==> src/hw/rtl/sacf_pkg.sv <==
// ----------------------------------------------------------------------------
// sacf_pkg
// Shared sizes, types and register codes of the set-associative cache model.
// ----------------------------------------------------------------------------
package sacf_pkg;

	localparam int MAX_SETS   = 64;
	localparam int MAX_WAYS   = 8;
	localparam int ADDR_WIDTH = 32;

	localparam int SET_W  = (MAX_SETS > 1) ? $clog2(MAX_SETS) : 1;
	localparam int WAY_W  = (MAX_WAYS > 1) ? $clog2(MAX_WAYS) : 1;
	localparam int WAYS_W = $clog2(MAX_WAYS + 1);

	// Fixed widths of the register and result fields.
	localparam int OFFSET_W   = 5;
	localparam int SETBITS_W  = 3;
	localparam int WAYSREG_W  = 4;
	localparam int CFG_DATA_W = 5;
	localparam int CFG_IDX_W  = 2;
	localparam int SET_OUT_W  = 6;
	localparam int WAY_OUT_W  = 3;
	localparam int CNT_W      = 32;

	localparam logic [OFFSET_W-1:0]  OFFSET_RST  = OFFSET_W'(4);
	localparam logic [SETBITS_W-1:0] SETBITS_RST = SETBITS_W'(4);
	localparam logic [WAYSREG_W-1:0] WAYS_RST    = WAYSREG_W'(4);

	typedef enum logic [CFG_IDX_W-1:0] {
		CFG_OFFSET_BITS = 2'd0,
		CFG_SET_BITS    = 2'd1,
		CFG_WAYS        = 2'd2
	} cfg_reg_t;

	typedef enum logic {
		ST_IDLE,
		ST_LOOKUP
	} state_t;

	// One memory row holds a whole set: per-way valid bits, tags and the
	// replacement pointer.
	typedef struct packed {
		logic [MAX_WAYS-1:0]                 valid;
		logic [MAX_WAYS-1:0][ADDR_WIDTH-1:0] tag;
		logic [WAY_W-1:0]                    ptr;
	} row_t;

	typedef struct packed {
		logic             hit;
		logic [WAY_W-1:0] way;
		row_t             row;
	} lookup_t;

endpackage

==> src/hw/rtl/sacf_lookup.sv <==
// ----------------------------------------------------------------------------
// sacf_lookup
// Tag compare over one set row and FIFO replacement of the row on a miss.
// ----------------------------------------------------------------------------
module sacf_lookup (
	input  sacf_pkg::row_t                      row,
	input  logic [sacf_pkg::ADDR_WIDTH-1:0]     block,
	input  logic [sacf_pkg::WAYS_W-1:0]         nways,
	output sacf_pkg::lookup_t                   lk
);
	import sacf_pkg::*;

	logic [MAX_WAYS-1:0] match;
	logic [WAY_W-1:0]    hit_way;
	logic [WAY_W-1:0]    ptr;
	logic [WAYS_W-1:0]   ptr_inc;
	logic [WAY_W-1:0]    ptr_next;

	always_comb begin
		for (int w = 0; w < MAX_WAYS; w++) begin
			match[w] = (WAYS_W'(w) < nways) && row.valid[w] && (row.tag[w] == block);
		end
		// Lowest matching way wins.
		hit_way = '0;
		for (int w = MAX_WAYS - 1; w >= 0; w--) begin
			if (match[w]) begin
				hit_way = WAY_W'(w);
			end
		end
	end

	always_comb begin
		// A pointer left over from a larger way count restarts at way 0.
		ptr = row.ptr;
		if (WAYS_W'(ptr) >= nways) begin
			ptr = '0;
		end
		ptr_inc  = WAYS_W'(ptr) + WAYS_W'(1);
		ptr_next = (ptr_inc == nways) ? '0 : ptr_inc[WAY_W-1:0];
	end

	always_comb begin
		lk.hit = |match;
		lk.row = row;
		if (lk.hit) begin
			lk.way = hit_way;
		end else begin
			lk.way              = ptr;
			lk.row.valid[ptr]   = 1'b1;
			lk.row.tag[ptr]     = block;
			lk.row.ptr          = ptr_next;
		end
	end

endmodule

==> config.mk <==
export PLATFORM = sky130hd
export DESIGN_NAME = sacf_lookup
export DESIGN_NICKNAME = d
export VERILOG_FILES = /design/src/hw/rtl/sacf_pkg.sv /design/src/hw/rtl/sacf_lookup.sv
export SDC_FILE = /design/constraint.sdc
export NUM_CORES = 1
export LEC_CHECK = 0
export BUFFER_PORTS_ARGS = -buffer_cell sky130_fd_sc_hd__buf_2
export CORE_AREA = 2 2 220 222
export DETAILED_ROUTE_END_ITERATION = 7
export DIE_AREA = 0 0 222 224
export RECOVER_POWER = 100
export SYNTH_ARGS = -nofsm -noshare
export SYNTH_HDL_FRONTEND = slang
export SYNTH_SLANG_ARGS = --single-unit
==> constraint.sdc <==
create_clock -name vclk -period 17.9
set_input_delay 5.37 -clock vclk [all_inputs]
set_output_delay 5.37 -clock vclk [all_outputs]
set_load 0.03 [all_outputs]
==> out/results.tsv, run 1 <==
metric	value	unit
drc	0	
synth_top_cell_by_area	mux2_4	
end_kind	output pin	
path_class	input port to output pin	
ant_nets	0	
dr.pass1.iters	5	
yosysWarnings	0	
ys_seq_area_share	0	%
worstMarginPinSlew	2040	ps
area_delta_synth_final	31.0	%
rsz0062_at_grt	false	
slowest_stage	clkbuf_1	
post_cts_resized	0	
worstPathArrival	10400	ps
core	47300	sq um
chipWidth	222	um
die_area	49700	sq um
dp_hpwl	44500	um
gp_congestion	0.882	
maxSlewViolCount	17	
io_pins	574	
initial_core_util	17.0	%
synthTopCellsByArea	mux2_4 22%, mux2_2 20%, xor2_1 14%, xnor2_1 14%, nor4_1 4.5%	
fmax	0.0634	GHz
required	12530	ps
via_per_inst	4.90	
grt.overflow.total	0	
wirelength	57100	um
hp-start	row[266]	
critPathTopFamily	buffers and inverters	
finalCriticalPeriod	15770	ps
tns	0	ps
ctsHoldBuffers	0	
rows	80	
crit_path_max_fanout	26	
timing.final.crit_share	88.1	%
ys_types	57	
seq_cells	0	
register_area	0	sq um
synth.top_cell.area_share	21.6	%
numPortBuffers	574	
vias	9816	
slew_headroom	-35.9	%
min_delay_worst_endpoint	lk[266]	
critPathMostFrequentCell	nand4_1	
hold_violations	0	
grt_pass1_vias	9762	
die_y	224	um
routedWlPerCell	28.5	um
grt_max_degree	34	
drive_gt1_share	42.9	%
hold_class	input port to output pin	
startpoint_type	input port	
path_buf_inv	3	
synth.cell_area	8070	sq um
cts_setup_buffers	0	
violations	capacitance limit, slew limit	
synth_nets	1206	
setup_viol	0	
fin_nets	1693	
avgSynthCellArea	8.98	sq um
slowest_delay	1430	ps
crit_chain	clkbuf_1, xnor2_1, nand4_1, nor4b_1, nand4_1, and2_4, nand4_1, nor3_4, buf_4, mux2_2, clkbuf_1	
grt.total_usage	21.4	%
drtIter0Drc	828	
grt_pass1_wl	75200	um
status	finished, violations left	
nClkBuffers	0	
antenna_found_initial	11	
maxCapViolations	1	
whs_path_depth	3	
syn_inst	899	
nFillCells	5450	
[per-layer routing]
metal  track usage, %  part of all wire (%)  up-vias  routed length, um
met1             27.6                    42     4748              23800
met5                0                  0.13        -                 74
met3             3.53                   8.4      117               4790
met2             35.6                    46      720              26200
li1                 -                     -     4221                  -
met4             8.33                   4.1       10               2350
[placed cells by master (no fill, tap or decap), drive strengths merged, types with 2 or more instances in the layout]
master	netlist	final
or2	7	7
a21oi	7	7
and4b	4	4
and3	4	4
nand4	53	53
o21a	2	2
nor4b	5	5
nand3	12	12
o21ai	7	7
a21o	2	2
nand4b	4	4
or3	4	4
and4	2	2
ha	4	4
clkbuf	5	182
nand2b	7	7
mux2	256	256
or4	3	3
inv	8	8
nor4bb	2	2
nand2	28	28
nor2b	5	5
nor4	63	63
xor2	130	130
nor3	16	16
diode	0	3
buf	91	399
a2111oi	4	4
xnor2	129	129
nor2	21	21
[through the flow]
| step | setup WS (ps) | std cells | cell area, sq um | hold slack [ps] | util (%) |
|---|---|---|---|---|---|
| finish | 2130 | 2002 | 10600 | 11100 | 22.3 |
| global placement | 2960 | 1999 | 11100 | 11100 | 23.5 |
| CTS | 2900 | 1999 | 11100 | 11100 | 23.5 |
| floorplan | 3760 | 899 | 8070 | 10920 | - |
| global route | 1950 | 2000 | 10600 | 11120 | 22.3 |
| detailed placement | 2890 | 1999 | 11100 | 11100 | 23.5 |
[synth_stat cells, drive strengths merged, types with 5 or more instances]
| master | count |
|---|---|
| nand2b | 7 |
| buf | 91 |
| o21ai | 7 |
| mux2 | 256 |
| nand3 | 12 |
| nor2b | 5 |
| nor3 | 16 |
| xnor2 | 129 |
| nand2 | 28 |
| or2 | 7 |
| clkbuf | 5 |
| nor4 | 63 |
| nor4b | 5 |
| a21oi | 7 |
| nor2 | 21 |
| xor2 | 130 |
| inv | 8 |
| nand4 | 53 |
[cell families after synthesis]
logic type / share of synthesized area (%)
fa+ha+maj: 0.620
mux: 41.1
simple gates: 18.9
xor+xnor: 28.3
compound gates: 2.50
buf+inv: 8.60
[layout make-up]
| cell class | count | area (sq um) | share of cell area [%] |
|---|---|---|---|
| antenna | 3 | 7.51 | 0.0710 |
| inverter | 8 | 30.0 | 0.284 |
| multi-input combinational | 795 | 7070 | 66.9 |
| tap | 615 | 769 | 7.27 |
| timing repair buffer | 581 | 2700 | 25.5 |
[how the worst max path moves through the flow]
stage              start  cells past startpoint  endpoint
6_report       block[11]                     11   lk[243]
5_1_grt        block[11]                     11   lk[232]
4_1_cts         nways[3]                     10     lk[8]
3_5_place_dp    nways[3]                     10     lk[8]
3_3_place_gp    nways[3]                     10     lk[8]
2_1_floorplan     row[0]                     14     lk[2]
==> run 2, diff against run 1 <==
PLACE_DENSITY_LB_ADDON = 0.15   (was default)
==> out/results.tsv, run 2 (same netlist as run 1, synthesis figures left out) <==
metric	value	unit	change
status	finished, violations left		unchanged
violations	capacitance limit, slew limit		unchanged
routedWlPerCell	28.6	um	was 28.5 um
slew_headroom	-32.4	%	was -35.9%
antenna_found_initial	5		was 11
die_area	49700	sq um	unchanged
register_area	0	sq um	unchanged
dp_slack	2770	ps	was 2890 ps
tns	0	ps	unchanged
initial_core_util	17.0	%	unchanged
rsz0062_at_grt	false		unchanged
required	12530	ps	about the same
nClkBuffers	0		unchanged
maxCapViolations	1		unchanged
core	47300	sq um	unchanged
dpl.cell_count	2001		was 1999
hold_class	input port to output pin		unchanged
drc	0		unchanged
dr.pass1.iters	5		unchanged
post_cts_resized	0		unchanged
path_class	input port to output pin		unchanged
die_y	224	um	unchanged
fin_ws	1980	ps	was 2130 ps
mostFrequentLayoutCell	buf_2		unchanged
drive_gt1_share	43.0	%	was 42.9%
finalNonFillerCells	2006		was 2002
wirelength	57300	um	was 57100 um
gp_congestion	0.816		was 0.882
seq_cells	0		unchanged
vias	9254		was 9816
grt_pass1_vias	9505		was 9762
worstPathArrival	10550	ps	was 10400 ps
grt.total_usage	21.8	%	was 21.4%
ant_nets	0		unchanged
grt_max_degree	34		unchanged
hold_violations	0		unchanged
cts_setup_buffers	0		unchanged
ctsHoldBuffers	0		unchanged
crit_path_max_fanout	25		was 26
drtIter0Drc	490		was 828
nFillCells	5475		was 5450
grt.overflow.total	0		unchanged
area_delta_synth_final	31.3	%	was 31.0%
grt_pass1_wl	76700	um	was 75200 um
worstMarginPinSlew	1990	ps	was 2040 ps
startpoint_type	input port		unchanged
via_per_inst	4.61		was 4.90
setup_viol	0		unchanged
numPortBuffers	574		unchanged
final_util	22.4	%	was 22.3%
finalCriticalPeriod	15920	ps	was 15770 ps
maxSlewViolCount	17		unchanged
io_pins	574		unchanged
dp_hpwl	45400	um	was 44500 um
fin_nets	1695		was 1693
final_cell_mix	394 x buf_2, 180 x clkbuf_1, 135 x mux2_2		was 392 x buf_2, 182 x clkbuf_1, 136 x mux2_2
timing.final.crit_share	89.0	%	was 88.1%
fmax	0.0628	GHz	was 0.0634 GHz
end_kind	output pin		unchanged
rows	80		unchanged
chipWidth	222	um	unchanged
==> run 2: cell types whose count changed in the layout (fill, tap and decap cells not counted), sizes merged <==
cell,delta
buf,+4
clkbuf,-2
diode,+2
==> run 2: layer usage <==
metal	wire (um)	up-vias	GRT usage, %
li1	-	4237	-
met1	25200	4552	28.0
met2	28200	427	39.6
met3	2930	36	2.47
met4	966	2	3.16
met5	13	-	0
==> run 2: critical path: stages <==
cell      delay [ps]
clkbuf_1        1390
xnor2_1          330
nand4_1          190
nor4b_1           70
nand4_1          210
and2_4           190
nand4_1          550
nor3_4           980
buf_4            560
mux2_4           240
clkbuf_1         410
==> run 2: area by class of cell <==
type | instances | area, sq um | share of cell area (%)
timing repair buffer | 583 | 2720 | 25.6
antenna | 5 | 12.5 | 0.118
multi-input combinational | 795 | 7070 | 66.7
inverter | 8 | 30.0 | 0.283
tap | 615 | 769 | 7.26
==> run 2: per-stage QoR <==
step           hold WS [ps]  instance area [sq um]
4_1_cts               11090                  11200
3_3_place_gp          11090                  11200
6_report              11090                  10600
2_1_floorplan         10920                   8070
5_1_grt               11110                  10600
3_5_place_dp          11090                  11200
==> run 2: worst paths after layout <==
check                    start  cells past startpoint      end
worst max-delay path  block[6]                     11  lk[230]
worst min-delay path  row[265]                      3  lk[265]
